$ cat config.mk
export PLATFORM = sky130hd
export DESIGN_NAME = bit_vector_set_engine_core
export DESIGN_NICKNAME = d
export VERILOG_FILES = /design/src/rtl/core/bves_pkg.sv /design/src/rtl/core/bves_pipe_reg.sv /design/src/rtl/core/bves_exec.sv /design/src/rtl/core/bit_vector_set_engine_core.sv
export VERILOG_INCLUDE_DIRS = /design/src /design/src/rtl/core
export SDC_FILE = /design/constraint.sdc
export NUM_CORES = 2
export LEC_CHECK = 0
export ABC_AREA = 1
export BUFFER_PORTS_ARGS = -buffer_cell sky130_fd_sc_hd__buf_2
export CAP_MARGIN = 20
export CORE_AREA = 10 10 245 481
export CTS_CLUSTER_DIAMETER = 80
export CTS_CLUSTER_SIZE = 40
export DETAILED_ROUTE_END_ITERATION = 8
export DIE_AREA = 0 0 255 491
export MAX_ROUTING_LAYER = met4
export PLACE_DENSITY = 0.51
export SKIP_CTS_REPAIR_TIMING = 1
export SLEW_MARGIN = 10
export SYNTH_ARGS = -nofsm -noshare
export SYNTH_HDL_FRONTEND = slang
export SYNTH_HIERARCHICAL = 1
export SYNTH_SLANG_ARGS = --single-unit
$ cat constraint.sdc
create_clock -name clk -period 17 [get_ports clk]
set_input_delay 3.4 -clock clk [delete_from_list [all_inputs] [get_ports clk]]
set_output_delay 3.4 -clock clk [all_outputs]
set_load 0.01 [all_outputs]
$ cat src/rtl/core/bit_vector_set_engine_core_assert.svh
// Assertion macros for the bit vector set engine core.
`ifndef BIT_VECTOR_SET_ENGINE_CORE_ASSERT_SVH
`define BIT_VECTOR_SET_ENGINE_CORE_ASSERT_SVH

// Same-cycle implication, sampled on clk, off during reset.
`define BVES_ASSERT_NOW(lbl, ante, cons, msg) \
    lbl: assert property (@(posedge clk) disable iff (!rst_n) (ante) |-> (cons)) \
        else $error(msg);

// Next-cycle implication, sampled on clk, off during reset.
`define BVES_ASSERT_NEXT(lbl, ante, cons, msg) \
    lbl: assert property (@(posedge clk) disable iff (!rst_n) (ante) |=> (cons)) \
        else $error(msg);

`endif

$ cat src/rtl/core/bves_pkg.sv
// Shared types and constants for the bit vector set engine.
package bves_pkg;

    localparam int DEFAULT_CAPACITY = 256;
    localparam int SLOT_COUNT       = 256;
    localparam int OP_W             = 4;
    localparam int POS_W            = 8;
    localparam int POP_W            = 9;

    typedef enum logic [OP_W-1:0] {
        OP_SET      = 4'd0,
        OP_CLEAR    = 4'd1,
        OP_TEST     = 4'd2,
        OP_FIRST    = 4'd3,
        OP_LAST     = 4'd4,
        OP_NEXT     = 4'd5,
        OP_COUNT    = 4'd6,
        OP_RANGE    = 4'd7,
        OP_CLEARALL = 4'd8,
        OP_INVERT   = 4'd9
    } op_t;

    typedef struct packed {
        logic [OP_W-1:0]  opcode;
        logic [POS_W-1:0] position;
        logic [POS_W-1:0] range_end;
    } req_t;

    typedef struct packed {
        logic             found;
        logic [POS_W-1:0] found_position;
        logic [POP_W-1:0] population;
        logic             error;
    } result_t;

endpackage

$ cat src/rtl/core/bves_pipe_reg.sv
// One valid/ready register stage holding a packed beat.
module bves_pipe_reg
    import bves_pkg::*;
#(
    parameter int W = 1
)
(
    input  logic         clk,
    input  logic         rst_n,
    input  logic         in_valid,
    output logic         in_ready,
    input  logic [W-1:0] in_data,
    output logic         out_valid,
    input  logic         out_ready,
    output logic [W-1:0] out_data
);

    logic         valid_reg;
    logic         valid_next;
    logic [W-1:0] data_reg;
    logic         take;

    assign in_ready  = !valid_reg || out_ready;
    assign take      = in_valid && in_ready;
    assign out_valid = valid_reg;
    assign out_data  = data_reg;

    always_comb
    begin
        if (take)
        begin
            valid_next = 1'b1;
        end
        else if (out_ready)
        begin
            valid_next = 1'b0;
        end
        else
        begin
            valid_next = valid_reg;
        end
    end

    always_ff @(posedge clk or negedge rst_n)
    begin
        if (!rst_n)
        begin
            valid_reg <= 1'b0;
        end
        else
        begin
            valid_reg <= valid_next;
        end
    end

    always_ff @(posedge clk)
    begin
        if (take)
        begin
            data_reg <= in_data;
        end
    end

endmodule

$ cat src/rtl/core/bves_exec.sv
// Bit vector register, its update logic and the query result logic.
module bves_exec
    import bves_pkg::*;
#(
    parameter int CAPACITY = DEFAULT_CAPACITY
)
(
    input  logic    clk,
    input  logic    rst_n,
    input  req_t    req,
    input  logic    fire,
    output result_t result
);

`include "bit_vector_set_engine_core_assert.svh"

    localparam int LIMIT = (CAPACITY < SLOT_COUNT) ? CAPACITY : SLOT_COUNT;
    localparam logic [POS_W:0] LIMIT_V = (POS_W + 1)'(LIMIT);

    op_t              op;
    logic             pos_in;
    logic [LIMIT-1:0] member_reg;
    logic [LIMIT-1:0] member_next;
    logic [LIMIT-1:0] sel_mask;
    logic [LIMIT-1:0] above_mask;
    logic [LIMIT-1:0] range_mask;
    logic [LIMIT-1:0] prefix_mask;
    logic [LIMIT-1:0] above_bits;
    logic             first_hit;
    logic [POS_W-1:0] first_pos;
    logic             last_hit;
    logic [POS_W-1:0] high_pos;
    logic             next_hit;
    logic [POS_W-1:0] next_pos;
    logic [POP_W-1:0] pop;

    assign op     = op_t'(req.opcode);
    assign pos_in = {1'b0, req.position} < LIMIT_V;

    always_comb
    begin
        for (int i = 0; i < LIMIT; i++)
        begin
            sel_mask[i]    = POS_W'(i) == req.position;
            above_mask[i]  = POS_W'(i) > req.position;
            range_mask[i]  = (POS_W'(i) >= req.position) && (POS_W'(i) <= req.range_end);
            prefix_mask[i] = POS_W'(i) <= req.position;
        end
    end

    assign above_bits = member_reg & above_mask;

    // priority encoders: lowest wins for first/next, highest for last
    always_comb
    begin
        first_hit = 1'b0;
        first_pos = '0;
        next_hit  = 1'b0;
        next_pos  = '0;
        for (int i = LIMIT - 1; i >= 0; i--)
        begin
            if (member_reg[i])
            begin
                first_hit = 1'b1;
                first_pos = POS_W'(i);
            end
            if (above_bits[i])
            begin
                next_hit = 1'b1;
                next_pos = POS_W'(i);
            end
        end
    end

    always_comb
    begin
        last_hit = 1'b0;
        high_pos = '0;
        for (int i = 0; i < LIMIT; i++)
        begin
            if (member_reg[i])
            begin
                last_hit = 1'b1;
                high_pos = POS_W'(i);
            end
        end
    end

    assign pop = POP_W'($countones(member_reg));

    always_comb
    begin
        member_next = member_reg;
        result      = '0;
        unique case (op)
            OP_SET:
            begin
                member_next  = member_reg | sel_mask;
                result.error = !pos_in;
            end
            OP_CLEAR:
            begin
                member_next = member_reg & ~sel_mask;
            end
            OP_TEST:
            begin
                result.found = |(member_reg & sel_mask);
            end
            OP_FIRST:
            begin
                result.found          = first_hit;
                result.found_position = first_pos;
            end
            OP_LAST:
            begin
                result.found          = last_hit;
                result.found_position = high_pos;
            end
            OP_NEXT:
            begin
                result.found          = next_hit;
                result.found_position = next_pos;
            end
            OP_COUNT:
            begin
                result.population = pop;
            end
            OP_RANGE:
            begin
                result.found = |(member_reg & range_mask);
            end
            OP_CLEARALL:
            begin
                member_next = '0;
            end
            OP_INVERT:
            begin
                if (pos_in)
                begin
                    member_next = member_reg ^ prefix_mask;
                end
                result.error = !pos_in;
            end
            default:
            begin
                member_next = member_reg;
            end
        endcase
    end

    always_ff @(posedge clk or negedge rst_n)
    begin
        if (!rst_n)
        begin
            member_reg <= '0;
        end
        else if (fire)
        begin
            member_reg <= member_next;
        end
    end

    `BVES_ASSERT_NOW(a_err_op, result.error, op == OP_SET || op == OP_INVERT, "error on wrong op")
    `BVES_ASSERT_NOW(a_pop_op, result.population != '0, op == OP_COUNT, "population leak")
    `BVES_ASSERT_NOW(a_fpos_found, result.found_position != '0, result.found, "stray position")
    `BVES_ASSERT_NEXT(a_clearall, fire && op == OP_CLEARALL, member_reg == '0, "clearall missed")

endmodule

$ cat src/rtl/core/bit_vector_set_engine_core.sv
// Top level of the bit vector set engine: request stage, execute logic, response stage.
//
//  channel | handshake            | beat fields
//  --------+----------------------+----------------------------------------------
//  req     | req_valid/req_ready  | opcode, position, range_end
//  rsp     | rsp_valid/rsp_ready  | found, found_position, population, error
//
// One request per cycle unless rsp_ready stalls; rsp_valid rises as a beat enters rsp_q.
// Execute logic runs between the request register and the response register,
// reading and updating the bit vector register in the same cycle.
// rst_n clears the bit vector and both stage valid flags.
// A stalled response holds the request stage; the bit vector updates only as
// a request moves into the response register.
module bit_vector_set_engine_core
    import bves_pkg::*;
#(
    parameter int CAPACITY = DEFAULT_CAPACITY
)
(
    input  logic             clk,
    input  logic             rst_n,
    input  logic             req_valid,
    output logic             req_ready,
    input  logic [OP_W-1:0]  opcode,
    input  logic [POS_W-1:0] position,
    input  logic [POS_W-1:0] range_end,
    output logic             rsp_valid,
    input  logic             rsp_ready,
    output logic             found,
    output logic [POS_W-1:0] found_position,
    output logic [POP_W-1:0] population,
    output logic             error
);

    req_t    req_in;
    req_t    req_q;
    logic    req_q_valid;
    logic    exec_ready;
    logic    fire;
    result_t result;
    result_t rsp_q;

    assign req_in.opcode    = opcode;
    assign req_in.position  = position;
    assign req_in.range_end = range_end;

    bves_pipe_reg #(
        .W ($bits(req_t))
    ) u_req_stage (
        .clk       (clk),
        .rst_n     (rst_n),
        .in_valid  (req_valid),
        .in_ready  (req_ready),
        .in_data   (req_in),
        .out_valid (req_q_valid),
        .out_ready (exec_ready),
        .out_data  (req_q)
    );

    assign fire = req_q_valid && exec_ready;

    bves_exec #(
        .CAPACITY (CAPACITY)
    ) u_exec (
        .clk    (clk),
        .rst_n  (rst_n),
        .req    (req_q),
        .fire   (fire),
        .result (result)
    );

    bves_pipe_reg #(
        .W ($bits(result_t))
    ) u_rsp_stage (
        .clk       (clk),
        .rst_n     (rst_n),
        .in_valid  (req_q_valid),
        .in_ready  (exec_ready),
        .in_data   (result),
        .out_valid (rsp_valid),
        .out_ready (rsp_ready),
        .out_data  (rsp_q)
    );

    assign found          = rsp_q.found;
    assign found_position = rsp_q.found_position;
    assign population     = rsp_q.population;
    assign error          = rsp_q.error;

endmodule

**Yosys cells after proc, flatten, opt, wreduce, memory -nomap -nowiden**

Cells that the tools add are included.

- Memories kept: 0
- Latch bits: 0
- Bits in read-only memories: 0
- Bits in writable memories: 0
- Register bits: 296

- Bitwise logic cells: 7
- $mul: 0
- Eq/ne operators: 264
- Shift-type cells: 0
- Add/subtract/negate cells: 255
- Magnitude comparators: 1024
- Muxes and demuxes: 1542
- Reductions and logical operators: 270
- Div/mod/pow operators: 0

Operators by type and width:

| kind | number |
|---|---|
| $mux W8 | 640 |
| $le A8 B8 Y1 const A | 256 |
| $add A9 B9 Y9 | 127 |
| $and A256 B256 Y256 | 4 |
| $eq A8 B8 Y1 const A | 128 |
| $ge A8 B8 Y1 const A | 128 |
| $gt A8 B8 Y1 const A | 128 |
| $le A7 B8 Y1 const A | 128 |
| $pmux W256 S4 | 1 |
| $mux W1 | 773 |
| $eq A7 B8 Y1 const A | 64 |
| $ge A7 B8 Y1 const A | 64 |
| $gt A7 B8 Y1 const A | 64 |
| $le A6 B8 Y1 const A | 64 |
| $reduce_or A256 Y1 | 2 |
| $mux W7 | 64 |
| $logic_and A1 B1 Y1 | 258 |
| $add A1 B1 Y2 | 128 |
| $eq A6 B8 Y1 const A | 32 |
| $ge A6 B8 Y1 const A | 32 |
| $gt A6 B8 Y1 const A | 32 |
| $le A5 B8 Y1 const A | 32 |
| $not A256 Y256 | 1 |
| $or A256 B256 Y256 | 1 |
| 38 further kinds | 211 |

**Longest topological paths before layout**

- Depth after elaboration: 259
- Depth in mapped cells: 261
- Mapped depth without buffers: 260

**Cells and area by module**

Netlist, hierarchy kept.

Modules (own cells, without submodules):

| module | times used | area an instance (µm²) | cells an instance |
|---|---|---|---|
| bves_exec | 1 | 42410.7 | 6397 |
| bves_pipe_reg (u_req_stage) | 1 | 645.6 | 26 |
| bves_pipe_reg (u_rsp_stage) | 1 | 615.6 | 25 |
| bit_vector_set_engine_core | 1 | 7.5 | 2 |

**Least setup slack after synthesis**

Ideal clock, no wire load.

- Kind: reg2reg
- Start point: register u_req_stage.data_reg[15], in the netlist u_req_stage/out_data[15]
- End point: register u_rsp_stage.data_reg[10], in the netlist u_rsp_stage/out_data[10], data pin
- Setup time: 252 ps
- Cell stages (with the launch flop): 261
- Buffers on the path: 2
- Setup slack: 4554 ps
- Data required time: 16748 ps
- Arrival: 12194 ps
- Cells stage by stage: edfxtp_1 -> clkbuf_1 -> nand2_1 -> nor2_1 -> clkbuf_1 -> nand2_1 -> ha_1 -> inv_2 -> nand2_1 -> nand2_1 -> nand2_1 -> nand2_1 -> nand2_1 -> nand2_1 -> nand2_1 -> nand2_1 -> nand2_1 -> nand2_1 -> [... 225 more ...] -> nand2_1 -> nand2_1 -> nand2_1 -> nand2_1 -> nand2_1 -> nand2_1 -> nand2_1 -> nand2_1 -> nand2_1 -> nand2_1 -> nand2_1 -> nand2_1 -> nand2_1 -> nand2_1 -> nand2_1 -> nand2_1 -> nand2_1 -> nand2_1

RTL lines:

| what | RTL line | text |
|---|---|---|
| from (decl) | bves_pipe_reg.sv:20 | `logic [W-1:0] data_reg;` |
| from (signal assigned) | bves_pipe_reg.sv:60 | `data_reg <= in_data;` |
| to (signal assigned) | bves_pipe_reg.sv:60 |  |
| to (decl) | bves_pipe_reg.sv:20 |  |

==> impl_metrics.yaml <==
run_status:
  status: "finished clean"
die:
  design.core.area_um2: 109800
  rows: 172
  die-area_um2: 125200
  die_x_um: 255
  ios: 45
  initial_utilization_pct: 39.80
  fp.dieH_um: 491
detailed_routing:
  vias: 50930
  ant_nets: 0
  met3_length_mm: 29.35
  wirelength_mm: 299.0
  wl_met2_mm: 133.3
  wl_per_cell_um: 37.78
  dr.pass1.iters: 6
  viasPerCell: 6.435
  drc: 0
  top_layer_used: "met4"
  wl_met1_mm: 91.96
  drt_iter0_markers: 6275
yosys:
  synthArstFlopShare_pct: 86.87
  synth_flop_cell: "dfrtp_1"
  synth_edf_count: 39
  ys_seq_area_share_pct: 17.46
  synth-seq-cells: 297
  yosys_warnings: 6
  syn-instance-count: 6450
  synth_area_um2: 43680
  ys_types: 56
  syn_nets: 7013
  avgSynthCellArea_um2: 6.772
timing:
  relSlewSlack_pct: 15.23
  setup_viol: 0
  rsz0062_at_grt: "yes"
  worst_slew_pin_slew_ns: 1.271
  period_needed_ns: 15.11
  fmax_ghz: 0.06617
  hold_viol_final: 0
  skew_ns: 0.04971
  fin_crit_sh_pct: 88.89
  slew_violations: 0
setup_path:
  criticalPathCategory: "reg2reg"
  cp_slowest_stage_delay_ns: 0.38
  r2r_end: "u_rsp_stage/out_data[10]"
  reg2reg_setup_slack_ns: 1.89
  critical_path_required_ns: 17.49
  r2r_cells: 249
  cp_max_fo: 5
  arrival_ns: 15.60
  end_kind: "register"
  r2r-start: "u_exec/member_reg[253]"
  start_kind: "register"
  path_delay_family: "simple AND/OR/NAND/NOR gates"
  cp_common_cell: "nand2_1"
  path_buf_inv: 3
  slowest_stage: "dfrtp_1"
clocking:
  clk_latency_ns: 0.72
  clockBufferDepth: 3
  htree_levels: 1
  cts_tree: "yes"
  cts.sinks: 297
  path_clk_slew_ns: 0.10
  cts_buffers: 28
  cts-root-buf: "clkbuf_16"
hold_path:
  hold_depth: 1
  holdCritStartpoint: "u_exec/member_reg[3]"
  hp-class: "reg2reg"
  min_to: "u_exec/member_reg[3]"
final_layout:
  post-route-cell-area_um2: 47600
  largest_reg_flops: 256
  post-route-util_pct: 43.37
  syn2layout_area_growth_pct: 8.983
  drive_above_1_share_pct: 8.789
  finalNonFillerCells: 7915
  final_nets: 7015
placed_design:
  place_area_um2: 45840
  place.gp.congestion: 1.132
  dp_hpwl_mm: 225.5
  placedCellCount: 7764
  port_buffers: 44
global_routing:
  grt_usage_pct: 48.37
  grt_max_degree: 167
  grt_pass1_wl_mm: 405.2
  grt_pass1_vias: 50050
  antenna_found_initial: 36
  globalRouteOverflowTotal: 0
flow_run:
  maxCapViolations: 0
## worst register-to-register path: cells and delay by family (launching register included)
family          cells  cell delay (ns)
flops               1             0.38
compound gates      5             0.56
buf+inv             3             0.26
simple gates      241            13.71
## cell families after synthesis
| logic type | Yosys count | share of synthesized area (%) |
|---|---|---|
| AO/OA/AOI/OAI | 1534 | 22.14 |
| adder cells (fa/ha/maj) | 539 | 19.60 |
| buffers and inverters | 1451 | 16.91 |
| flip-flops | 297 | 17.46 |
| other | 1 | 0.008585 |
| AND/OR/NAND/NOR | 2628 | 23.88 |
## layout by cell type, fill, tap and decap left out, drive strengths merged, types with 3 or more instances in the layout
cell / Yosys / final
a2111oi: 20 / 20
a211oi: 4 / 4
a21boi: 16 / 16
a21o: 4 / 4
a21oi: 147 / 147
a221oi: 37 / 37
a22o: 153 / 153
a31oi: 111 / 111
buf: 7 / 222
bufinv: 131 / 131
clkbuf: 245 / 32
clkinv: 107 / 107
clkinvlp: 0 / 3
dfrtp: 258 / 258
diode: 0 / 49
edfxtp: 39 / 39
fa: 242 / 242
ha: 297 / 297
inv: 961 / 980
nand2: 1383 / 1383
nand3: 97 / 97
nand3b: 3 / 3
nand4: 86 / 86
nor2: 963 / 963
nor3: 38 / 38
nor4: 52 / 52
o2111ai: 150 / 150
o211ai: 23 / 23
o21ai: 625 / 625
o22ai: 214 / 214
o311ai: 7 / 7
o31ai: 7 / 7
o32ai: 5 / 5
## Yosys cell counts, types with 3 or more instances
cell / count / area (µm²)
edfxtp_1: 39 / 1171
o21ai_0: 585 / 2928
clkinv_1: 56 / 210.2
a211oi_1: 4 / 30.03
nand4_1: 86 / 538.0
dfrtp_1: 258 / 6456
a31oi_1: 111 / 694.4
o211ai_1: 23 / 172.7
fa_1: 242 / 4845
a21boi_0: 10 / 75.07
clkinv_2: 50 / 250.2
nand3_1: 97 / 485.5
a2111oi_0: 20 / 175.2
a21boi_1: 6 / 45.04
inv_1: 930 / 3491
a22o_1: 153 / 1340
a221oi_1: 37 / 324.1
o31ai_1: 7 / 52.55
buf_1: 6 / 22.52
a21oi_1: 145 / 725.7
bufinv_8: 127 / 2225
nand2_1: 1383 / 5191
o311ai_0: 5 / 43.79
o22ai_1: 214 / 1339
clkbuf_1: 245 / 919.6
o32ai_1: 5 / 43.79
o21ai_1: 40 / 200.2
nor3_1: 37 / 185.2
a21o_1: 4 / 30.03
ha_1: 297 / 3716
bufinv_16: 4 / 120.1
nor4_1: 52 / 325.3
nand3b_1: 3 / 22.52
inv_2: 25 / 93.84
o2111ai_1: 150 / 1314
nor2_1: 962 / 3611
inv_4: 6 / 37.54
## area by class of cell
cell class              count  area, µm²
clock buffers              30      729.5
well taps                1392       1742
clock inverters            22      259.0
diodes                     49      122.6
inverters                1199       6472
multi-input cells        4702      28940
fillers                 11850      62150
repair buffers            224       1705
flip-flops and latches    297       7631
## per-stage QoR
| stage | setup TNS [ns] | worst slack (ns) | hold slack [ns] |
|---|---|---|---|
| CTS | 0 | 1.482 | 0.6156 |
| global placement | 0 | 1.554 | 0.5850 |
| detailed placement | 0 | 1.524 | 0.5910 |
| floorplan | 0 | 4.554 | 0.4934 |
| global route | -0.1464 | -0.1464 | 0.6402 |
| finish | 0 | 1.888 | 0.6169 |
## per-layer routing
metal,track usage [%],vias up
met3,14.28,1636
met1,45.74,24360
li1,-,21480
met5,-,-
met2,73.01,3453
met4,55.44,0
## worst max-delay path by stage
stage / startpoint / endpoint / slack, ns / depth (start not counted)
after floorplan: u_req_stage/out_data[15] / u_rsp_stage/out_data[10] / 4.55 / 260
after global placement: u_req_stage/out_data[9] / u_rsp_stage/out_data[10] / 1.55 / 260
after detailed placement: u_req_stage/out_data[9] / u_rsp_stage/out_data[10] / 1.52 / 260
after CTS: u_req_stage/out_data[9] / u_rsp_stage/out_data[10] / 1.48 / 260
after global routing: u_req_stage/out_data[12] / u_rsp_stage/out_data[10] / -0.15 / 260
final: u_exec/member_reg[253] / u_rsp_stage/out_data[10] / 1.89 / 249
Power is left out: the tool's default activity adds up to more than one toggle a clock period on the data nets, which glitch-free logic cannot reach.
